`src/rtl/core/plls_pkg.sv`:
```
// ----------------------------------------------------------------------------
// plls_pkg: shared types and constants of the PLL divider search
// Beat structs, register indexes, divider handshake and post divider split.
// ----------------------------------------------------------------------------
package plls_pkg;

	localparam int DivW = 44;   // widest dividend: 32-bit rate times 12-bit divider
	localparam int DsrW = 32;   // widest divisor: the request

	localparam logic [2:0] RegRefDivMin = 3'd0;
	localparam logic [2:0] RegRefDivMax = 3'd1;
	localparam logic [2:0] RegFbDivMin  = 3'd2;
	localparam logic [2:0] RegFbDivMax  = 3'd3;
	localparam logic [2:0] RegVcoMinHz  = 3'd4;
	localparam logic [2:0] RegVcoMaxHz  = 3'd5;

	localparam logic [5:0] ProdDirectMax = 6'd7;
	localparam logic [5:0] ProdTableMax  = 6'd49;
	localparam logic [31:0] PfdMinHz     = 32'd10;

	typedef struct packed {
		logic [31:0] requested_rate;
		logic [31:0] reference_rate;
	} request_t;

	typedef struct packed {
		logic        found;
		logic [31:0] achieved_rate;
		logic [5:0]  chosen_ref_div;
		logic [11:0] chosen_fb_div;
		logic [2:0]  chosen_post_div1;
		logic [2:0]  chosen_post_div2;
	} result_t;

	typedef struct packed {
		logic            start;
		logic [DivW-1:0] dividend;
		logic [DsrW-1:0] divisor;
	} div_req_t;

	typedef struct packed {
		logic            done;
		logic [DivW-1:0] quotient;
	} div_rsp_t;

	typedef struct packed {
		logic [2:0] d1;
		logic [2:0] d2;
	} post_div_t;

	// product 1..49 -> post divider pair; 8..49 round up to the next table product
	function automatic post_div_t split_product(input logic [5:0] p);
		post_div_t r;
		case (p) inside
			[6'd1:6'd7]: r = '{d1: p[2:0], d2: 3'd1};
			6'd8:          r = '{d1: 3'd4, d2: 3'd2};
			6'd9:          r = '{d1: 3'd3, d2: 3'd3};
			6'd10:         r = '{d1: 3'd5, d2: 3'd2};
			[6'd11:6'd12]: r = '{d1: 3'd6, d2: 3'd2};
			[6'd13:6'd14]: r = '{d1: 3'd7, d2: 3'd2};
			6'd15:         r = '{d1: 3'd5, d2: 3'd3};
			6'd16:         r = '{d1: 3'd4, d2: 3'd4};
			[6'd17:6'd18]: r = '{d1: 3'd6, d2: 3'd3};
			[6'd19:6'd20]: r = '{d1: 3'd5, d2: 3'd4};
			6'd21:         r = '{d1: 3'd7, d2: 3'd3};
			[6'd22:6'd24]: r = '{d1: 3'd6, d2: 3'd4};
			6'd25:         r = '{d1: 3'd5, d2: 3'd5};
			[6'd26:6'd28]: r = '{d1: 3'd7, d2: 3'd4};
			[6'd29:6'd30]: r = '{d1: 3'd6, d2: 3'd5};
			[6'd31:6'd35]: r = '{d1: 3'd7, d2: 3'd5};
			6'd36:         r = '{d1: 3'd6, d2: 3'd6};
			[6'd37:6'd42]: r = '{d1: 3'd7, d2: 3'd6};
			[6'd43:6'd49]: r = '{d1: 3'd7, d2: 3'd7};
			default:       r = '{d1: 3'd1, d2: 3'd1};
		endcase
		return r;
	endfunction

endpackage

```
`src/rtl/core/plls_divider.sv`:
```
// ----------------------------------------------------------------------------
// plls_divider: bit-serial restoring divider
// One quotient bit per cycle; dividend shifts out as the quotient shifts in.
// ----------------------------------------------------------------------------
module plls_divider (
	input  logic               clk,
	input  logic               arst_n,
	input  plls_pkg::div_req_t req,
	output plls_pkg::div_rsp_t rsp
);

	localparam logic [5:0] Steps = 6'(plls_pkg::DivW);

	logic                      run_q;
	logic                      done_q;
	logic [5:0]                cnt_q;
	logic [plls_pkg::DsrW-1:0] rem_q;
	logic [plls_pkg::DsrW-1:0] dsr_q;
	logic [plls_pkg::DivW-1:0] dq_q;
	logic [plls_pkg::DsrW:0]   trial;
	logic [plls_pkg::DsrW:0]   diff;

	assign trial = {rem_q, dq_q[plls_pkg::DivW-1]};
	assign diff  = trial - {1'b0, dsr_q};

	always_ff @(posedge clk or negedge arst_n) begin
		if (!arst_n) begin
			run_q  <= 1'b0;
			done_q <= 1'b0;
			cnt_q  <= '0;
		end else begin
			done_q <= 1'b0;
			if (req.start) begin
				run_q <= 1'b1;
				cnt_q <= Steps;
			end else if (run_q) begin
				cnt_q <= cnt_q - 6'd1;
				if (cnt_q == 6'd1) begin
					run_q  <= 1'b0;
					done_q <= 1'b1;
				end
			end
		end
	end

	always_ff @(posedge clk) begin
		if (req.start) begin
			rem_q <= '0;
			dsr_q <= req.divisor;
			dq_q  <= req.dividend;
		end else if (run_q) begin
			if (!diff[plls_pkg::DsrW]) begin
				rem_q <= diff[plls_pkg::DsrW-1:0];
				dq_q  <= {dq_q[plls_pkg::DivW-2:0], 1'b1};
			end else begin
				rem_q <= trial[plls_pkg::DsrW-1:0];
				dq_q  <= {dq_q[plls_pkg::DivW-2:0], 1'b0};
			end
		end
	end

	assign rsp.done     = done_q;
	assign rsp.quotient = dq_q;

endmodule

```
`src/rtl/core/pll_divider_search.sv`:
```
// ----------------------------------------------------------------------------
// pll_divider_search: PLL reference / feedback / post divider search
// Walks R over the reference divider range and F over the feedback range,
// keeping the candidate closest to the request; stops on an exact hit.
// ----------------------------------------------------------------------------
// Sequence from the accepting edge: per R a range check, a wait on the PFD
//   divide and a closing F check; per F tried one to three 44-bit serial
//   divides (VCO, product, output rate), and the DONE state to end.
// Throughput: one search at a time; start is taken only while busy is low.
// The result is a one-cycle strobe (result_valid); the receiver cannot stall.
// Reset: config registers return to their defaults, sequencer goes idle.
module pll_divider_search (
	input  logic               clk,
	input  logic               arst_n,
	input  logic               start,
	output logic               busy,
	input  plls_pkg::request_t request,
	output logic               result_valid,
	output plls_pkg::result_t  result,
	input  logic               cfg_we,
	input  logic [2:0]         cfg_index,
	input  logic [31:0]        cfg_data
);

	// sequencer codes
	localparam logic [3:0] S_IDLE      = 4'd0;
	localparam logic [3:0] S_RLOOP     = 4'd1;  // test R, launch PFD divide
	localparam logic [3:0] S_PFD_WAIT  = 4'd2;
	localparam logic [3:0] S_FLOOP     = 4'd3;  // test F, form fref*F
	localparam logic [3:0] S_VCO_GO    = 4'd4;
	localparam logic [3:0] S_VCO_WAIT  = 4'd5;
	localparam logic [3:0] S_PROD_GO   = 4'd6;
	localparam logic [3:0] S_PROD_WAIT = 4'd7;
	localparam logic [3:0] S_RATE_GO   = 4'd8;
	localparam logic [3:0] S_RATE_WAIT = 4'd9;
	localparam logic [3:0] S_DONE      = 4'd10;

	// configuration
	logic [5:0]  ref_div_min_q, ref_div_max_q;
	logic [11:0] fb_div_min_q, fb_div_max_q;
	logic [31:0] vco_min_q, vco_max_q;

	always_ff @(posedge clk or negedge arst_n) begin
		if (!arst_n) begin
			ref_div_min_q <= 6'd1;
			ref_div_max_q <= 6'd63;
			fb_div_min_q  <= 12'd16;
			fb_div_max_q  <= 12'd320;
			vco_min_q     <= 32'd1600000000;
			vco_max_q     <= 32'd3200000000;
		end else if (cfg_we) begin
			case (cfg_index)
				plls_pkg::RegRefDivMin: ref_div_min_q <= cfg_data[5:0];
				plls_pkg::RegRefDivMax: ref_div_max_q <= cfg_data[5:0];
				plls_pkg::RegFbDivMin:  fb_div_min_q  <= cfg_data[11:0];
				plls_pkg::RegFbDivMax:  fb_div_max_q  <= cfg_data[11:0];
				plls_pkg::RegVcoMinHz:  vco_min_q     <= cfg_data;
				plls_pkg::RegVcoMaxHz:  vco_max_q     <= cfg_data;
				default: ;
			endcase
		end
	end

	logic [3:0]  state_q;
	logic [31:0] req_q, fref_q, pfd_q, vco_q;
	logic [6:0]  r_q;       // one bit spare so R can step past 63
	logic [12:0] f_q;       // one bit spare so F can step past 4095
	logic [plls_pkg::DivW-1:0] mul_q;
	plls_pkg::post_div_t pd_q;

	// best candidate so far; dist starts at the request (best rate 0)
	logic        found_q;
	logic [31:0] best_rate_q, best_dist_q;
	logic [5:0]  best_r_q;
	logic [11:0] best_f_q;
	plls_pkg::post_div_t best_pd_q;

	plls_pkg::div_req_t div_req;
	plls_pkg::div_rsp_t div_rsp;

	plls_divider u_div (
		.clk    (clk),
		.arst_n (arst_n),
		.req    (div_req),
		.rsp    (div_rsp)
	);

	// divider launch: operand chosen by the state issuing the beat
	always_comb begin
		div_req = '0;
		case (state_q)
			S_RLOOP: begin
				div_req.start    = (r_q <= {1'b0, ref_div_max_q}) && (r_q != 7'd0);
				div_req.dividend = {12'd0, fref_q};
				div_req.divisor  = {25'd0, r_q};
			end
			S_VCO_GO: begin
				div_req.start    = 1'b1;
				div_req.dividend = mul_q;
				div_req.divisor  = {25'd0, r_q};
			end
			S_PROD_GO: begin
				div_req.start    = 1'b1;
				div_req.dividend = mul_q;
				div_req.divisor  = req_q;
			end
			S_RATE_GO: begin
				div_req.start    = 1'b1;
				div_req.dividend = {12'd0, vco_q};
				div_req.divisor  = {26'd0, 6'(pd_q.d1 * pd_q.d2)};
			end
			default: ;
		endcase
	end

	// quotient checks
	logic [plls_pkg::DivW-1:0] quo;
	logic                      vco_ok, prod_ok, better;
	logic [31:0]               dist_new;

	assign quo     = div_rsp.quotient;
	assign vco_ok  = (quo[43:32] == 12'd0) && (quo[31:0] >= vco_min_q)
	                 && (quo[31:0] <= vco_max_q);
	assign prod_ok = (quo[43:6] == 38'd0) && (quo[5:0] != 6'd0)
	                 && (quo[5:0] <= plls_pkg::ProdTableMax);
	// output rate never exceeds the VCO rate, which fits 32 bits here
	assign dist_new = (quo[31:0] >= req_q) ? (quo[31:0] - req_q) : (req_q - quo[31:0]);
	assign better   = dist_new < best_dist_q;

	always_ff @(posedge clk or negedge arst_n) begin
		if (!arst_n) begin
			state_q <= S_IDLE;
			found_q <= 1'b0;
		end else begin
			case (state_q)
				S_IDLE: begin
					if (start) begin
						found_q <= 1'b0;
						state_q <= S_RLOOP;
					end
				end
				S_RLOOP: begin
					if (r_q > {1'b0, ref_div_max_q})
						state_q <= S_DONE;
					else if (r_q != 7'd0)
						state_q <= S_PFD_WAIT;
				end
				S_PFD_WAIT: if (div_rsp.done) state_q <= S_FLOOP;
				S_FLOOP: begin
					// low PFD or zero request disqualifies every F of this R
					if (f_q > {1'b0, fb_div_max_q} || pfd_q < plls_pkg::PfdMinHz
					    || req_q == 32'd0)
						state_q <= S_RLOOP;
					else
						state_q <= S_VCO_GO;
				end
				S_VCO_GO:  state_q <= S_VCO_WAIT;
				S_VCO_WAIT: if (div_rsp.done) state_q <= vco_ok ? S_PROD_GO : S_FLOOP;
				S_PROD_GO: state_q <= S_PROD_WAIT;
				S_PROD_WAIT: if (div_rsp.done) state_q <= prod_ok ? S_RATE_GO : S_FLOOP;
				S_RATE_GO: state_q <= S_RATE_WAIT;
				S_RATE_WAIT: begin
					if (div_rsp.done) begin
						if (better) begin
							found_q <= 1'b1;
							state_q <= (dist_new == 32'd0) ? S_DONE : S_FLOOP;
						end else begin
							state_q <= S_FLOOP;
						end
					end
				end
				S_DONE:  state_q <= S_IDLE;
				default: state_q <= S_IDLE;
			endcase
		end
	end

	// datapath registers
	always_ff @(posedge clk) begin
		case (state_q)
			S_IDLE: begin
				if (start) begin
					req_q       <= request.requested_rate;
					fref_q      <= request.reference_rate;
					r_q         <= {1'b0, ref_div_min_q};
					best_dist_q <= request.requested_rate;
					best_rate_q <= '0;
					best_r_q    <= '0;
					best_f_q    <= '0;
					best_pd_q   <= '0;
				end
			end
			S_RLOOP: if (r_q == 7'd0) r_q <= 7'd1;
			S_PFD_WAIT: begin
				if (div_rsp.done) begin
					pfd_q <= quo[31:0];
					f_q   <= {1'b0, fb_div_min_q};
				end
			end
			S_FLOOP: begin
				if (f_q > {1'b0, fb_div_max_q} || pfd_q < plls_pkg::PfdMinHz
				    || req_q == 32'd0)
					r_q <= r_q + 7'd1;
				else
					mul_q <= fref_q * f_q[11:0];
			end
			S_VCO_WAIT: begin
				if (div_rsp.done) begin
					vco_q <= quo[31:0];
					mul_q <= pfd_q * f_q[11:0];
					if (!vco_ok) f_q <= f_q + 13'd1;
				end
			end
			S_PROD_WAIT: begin
				if (div_rsp.done) begin
					pd_q <= plls_pkg::split_product(quo[5:0]);
					if (!prod_ok) f_q <= f_q + 13'd1;
				end
			end
			S_RATE_WAIT: begin
				if (div_rsp.done) begin
					f_q <= f_q + 13'd1;
					if (better) begin
						best_dist_q <= dist_new;
						best_rate_q <= quo[31:0];
						best_r_q    <= r_q[5:0];
						best_f_q    <= f_q[11:0];
						best_pd_q   <= pd_q;
					end
				end
			end
			default: ;
		endcase
	end

	assign busy         = (state_q != S_IDLE);
	assign result_valid = (state_q == S_DONE);

	always_comb begin
		result                  = '0;
		result.found            = found_q;
		result.achieved_rate    = best_rate_q;
		result.chosen_ref_div   = best_r_q;
		result.chosen_fb_div    = best_f_q;
		result.chosen_post_div1 = best_pd_q.d1;
		result.chosen_post_div2 = best_pd_q.d2;
	end

endmodule

```
`config.mk`:
```
export PLATFORM = sky130hd
export DESIGN_NAME = pll_divider_search
export DESIGN_NICKNAME = d
export VERILOG_FILES = /design/src/rtl/core/plls_pkg.sv /design/src/rtl/core/plls_divider.sv /design/src/rtl/core/pll_divider_search.sv
export SDC_FILE = /design/constraint.sdc
export NUM_CORES = 2
export LEC_CHECK = 0
export BUFFER_PORTS_ARGS = -buffer_cell sky130_fd_sc_hd__buf_2
export CAP_MARGIN = 30
export CORE_MARGIN = 5
export CORE_UTILIZATION = 65
export DETAILED_ROUTE_END_ITERATION = 6
export GPL_TIMING_DRIVEN = 1
export PLACE_DENSITY = 0.83
export SYNTH_ARGS = -nofsm -noshare
export SYNTH_HDL_FRONTEND = slang
export SYNTH_SLANG_ARGS = --single-unit
```
`constraint.sdc`:
```
create_clock -name clk -period 26.5 [get_ports clk]
set_clock_uncertainty 0.1 [all_clocks]
set_input_delay 5.3 -clock clk [delete_from_list [all_inputs] [get_ports clk]]
set_output_delay 5.3 -clock clk [all_outputs]
set_load 0.005 [all_outputs]
```
==> summary.txt <==
Worst hold path
  • Worst min-delay path class: reg2reg

Die
  • Starting Density: 65.6%
  • Cell row count: 103
  • # IOs: 162
  • Die area: 0.0856 mm2
  • Core ar.: 0.0791 mm2
  • DIE HEIGHT: 293 um
  • Die X: 293 um

Cells and area
  • Final instance area: 0.0555 mm2
  • # nets final: 6626
  • Share of post-route cells with drive strength above 1: 8.31%
  • Post-Layout Cell Count: 6641
  • # fillers: 5835
  • Synthesis-to-finish area growth: 7.03%

GRT
  • Overall routing resource usage: 35.5%
  • First-pass GRT wire length: 238000 um
  • Gr ovfl total: 0
  • Initial antenna violation count: 10
  • Vias in the first global route: 42.7k
  • Most Used Layer, Global Route: met2
  • Largest net degree at the start of global routing: 72
  • Met1 Usage GRT: 46.0%
  • Met2 usage: 54.8%
  • Met3 Use GR: 11.2%

STA
  • Setup TNS: 0 ns
  • # setup viols final: 0
  • Slew headroom: 23.8%
  • Least-Margin Pin Slew: 1.14 ns
  • Tmin final: 8.18 ns
  • Setup ws final: 18.32 ns
  • Final worst-path cycle share: 30.9%
  • Final Hold Viols: 0
  • Unrepaired setup endpoints after global routing: false
  • Fin. max-slew vios: 0
  • Fmax achieved: 122 MHz

Worst setup path
  • Critical-path top delay cell: buf_4
  • Max stage delay on crit path: 0.83 ns
  • Crit-path max FO: 68
  • Kind of cell adding the most delay to the critical path: compound AO/OA/AOI/OAI gates
  • Cell mode on critical path: a21oi_1
  • CP Capture Type: flip-flop
  • CP required: 26.96 ns
  • CP Class: reg2reg
  • Critical Path AT: 8.64 ns
  • WP buf/inv: 4
  • Setup crit start kind: flip-flop

Status
  • Outcome: complete, but fails checks
  • Violated checks: DRC

Logic synthesis
  • Dominant cells by area after synthesis: fa_1, edfxtp_1, ha_1, inv_1, nand2_1
  • Area leader, netlist: fa_1
  • Sequential share of the synthesized area: 27.7%
  • Ys async rst share: 22.3%
  • Yosys reg bits: 507
  • Post-synth top cells: inv_1, nand2_1, fa_1
  • Synth cell types: 89
  • Post-synth top area share: 23.3%
  • Post-Syn Area: 0.0519 mm2
  • Syn_nets: 6610
  • Post-Synthesis Cells: 5520
  • Post-synth EDFFs: 362
  • Yosys warning total: 0
  • Syn Area/Cell: 9.40 um2
  • Most common cell in the synthesized netlist: inv_1
  • Most common flop cell mapped by yosys: edfxtp_1

Drt
  • Via count: 41.2k
  • Routed WL: 151000 um
  • Via density: 6.20
  • Remaining antenna violation count after routing: 0
  • Drc violations: 107
  • DR iter-0 viols: 4280
  • Pre-Repair DR Iteration Count: 7
  • WL/cell: 22.8 um

Clock tree
  • Post-CTS Setup Inserts: 0
  • Total CTS buffers: 56
  • Hold_buf cts: 0
  • CTS Buffer Depth: 3
  • Worst skew pair latency: 0.68 ns
  • Clk sink count: 507
  • CTS Root Buffer Type: clkbuf_16
  • Clock Pin Slew Worst Setup and Hold Paths: 0.06 ns
  • CTS tree: done
  • Post_cts resized: 0
  • H-tree Lvls: 2

Place
  • Routability cong.: 0.968
  • Area after DPL: 0.0536 mm2
  • Placed Cells: 6524
  • Pre-CTS setup slack: 18.50 ns
  • PortBufs: 161
  • Detailed Place HPWL: 111000 um

Power
  • Flop pwr share: 19.2%
  • Sw Share: 50.3%
  • Sw Pwr: 4050 uW
  • Leak: 0.0260 uW
  • VDD IR max: 0.140 mV
  • Logic pwr share: 70.9%
  • Clock Power Share: 9.9%
  • Pint: 4010 uW
  • Pwr dens: 145 mW/mm2

Run
  • MaxCap Viol Count: 0
-- sequential cells by signal, indices dropped and copies added (netlist names), 7 cells and up --
name / cells
best_dist_q: 32
best_f_q: 12
best_rate_q: 32
f_q: 13
fb_div_max_q: 12
fb_div_min_q: 12
fref_q: 32
mul_q: 44
pfd_q: 32
r_q: 7
req_q: 32
u_div.dq_q: 44
u_div.dsr_q: 32
u_div.rem_q: 32
vco_max_q: 32
vco_min_q: 32
vco_q: 32
-- cell usage in the layout (no fill, tap or decap), types with 162 or more instances in the layout --
| master | synthesis | routed |
|---|---|---|
| inv_1 | 950 | 949 |
| nand2_1 | 778 | 777 |
| fa_1 | 605 | 605 |
| ha_1 | 382 | 382 |
| edfxtp_1 | 362 | 362 |
| a21oi_1 | 294 | 294 |
| and2_1 | 287 | 287 |
| nor2_1 | 220 | 215 |
| o21ai_0 | 203 | 203 |
| buf_2 | 13 | 162 |
-- per-layer routing --
layer | routed length (um) | vias to the layer above
met5 | 89 | -
met4 | 8800 | 14
met3 | 19200 | 565
met2 | 67800 | 2497
met1 | 55400 | 20100
li1 | - | 18000
-- cell families after synthesis --
logic type / synth area share [%]
AND/OR/NAND/NOR: 14.5
buffers and inverters: 8.96
adder cells (fa/ha/maj): 32.6
AO/OA/AOI/OAI: 11.7
flip-flops: 27.7
XOR/XNOR: 2.63
multiplexers: 2.02
-- area by class of cell --
class                           count  area [um2]  area share [%]
Sequential cell                   507       14400            25.9
Timing Repair Buffer              233        1380            2.48
Tap cell                         1050        1310            2.37
Antenna cell                        9        22.5          0.0406
Inverter                          951        3570            6.43
Multi-Input combinational cell   3787       33000            59.4
Clock buffer                       76        1580            2.84
Clock inverter                     28         323           0.581
-- worst reg2reg max path, delay by kind of cell, from the launching register on --
kind | cells | cell delay, ns
adders and majority gates | 3 | 0.95
DFF | 1 | 0.65
and+or+nand+nor | 2 | 0.80
AOI/OAI and AO/OA | 13 | 3.18
buffers and inverters | 4 | 1.36
xor gates and xnor gates | 1 | 0.38
muxes | 2 | 0.65
-- power by group through the flow --
stage | logic (uW) | registers [uW] | clock network [uW]
after detailed placement | 5540 | 1550 | 0
after CTS | 5610 | 1540 | 808
after global placement | 5390 | 1540 | 0
after floorplan | 4110 | 1450 | 0
after global routing | 6360 | 1560 | 841
final | 5720 | 1550 | 800
-- path summary, 6_finish.rpt --
path	slack [ns]	cells after the start	start	end
max	18.32	25	u_div.dq_q[0]	found_q
max in group asynchronous	20.37	2	arst_n	u_div.cnt_q[1]
min in group asynchronous	4.57	1	arst_n	vco_min_q[1]
min reg2reg	0.39	2	u_div.rem_q[7]	u_div.rem_q[8]
min	0.39	2	u_div.rem_q[7]	u_div.rem_q[8]
max reg2reg	18.32	25	u_div.dq_q[0]	found_q
-- through the flow --
step	total power [uW]	utilization, %	hold WS (ns)
after floorplan	5560	-	0.361
after global placement	6930	67.6	0.377
after detailed placement	7090	67.7	0.385
after CTS	7950	70.1	0.387
after global routing	8760	70.1	0.411
final	8060	70.2	0.391
No activity file was read; power rests on OpenSTA's default activity.
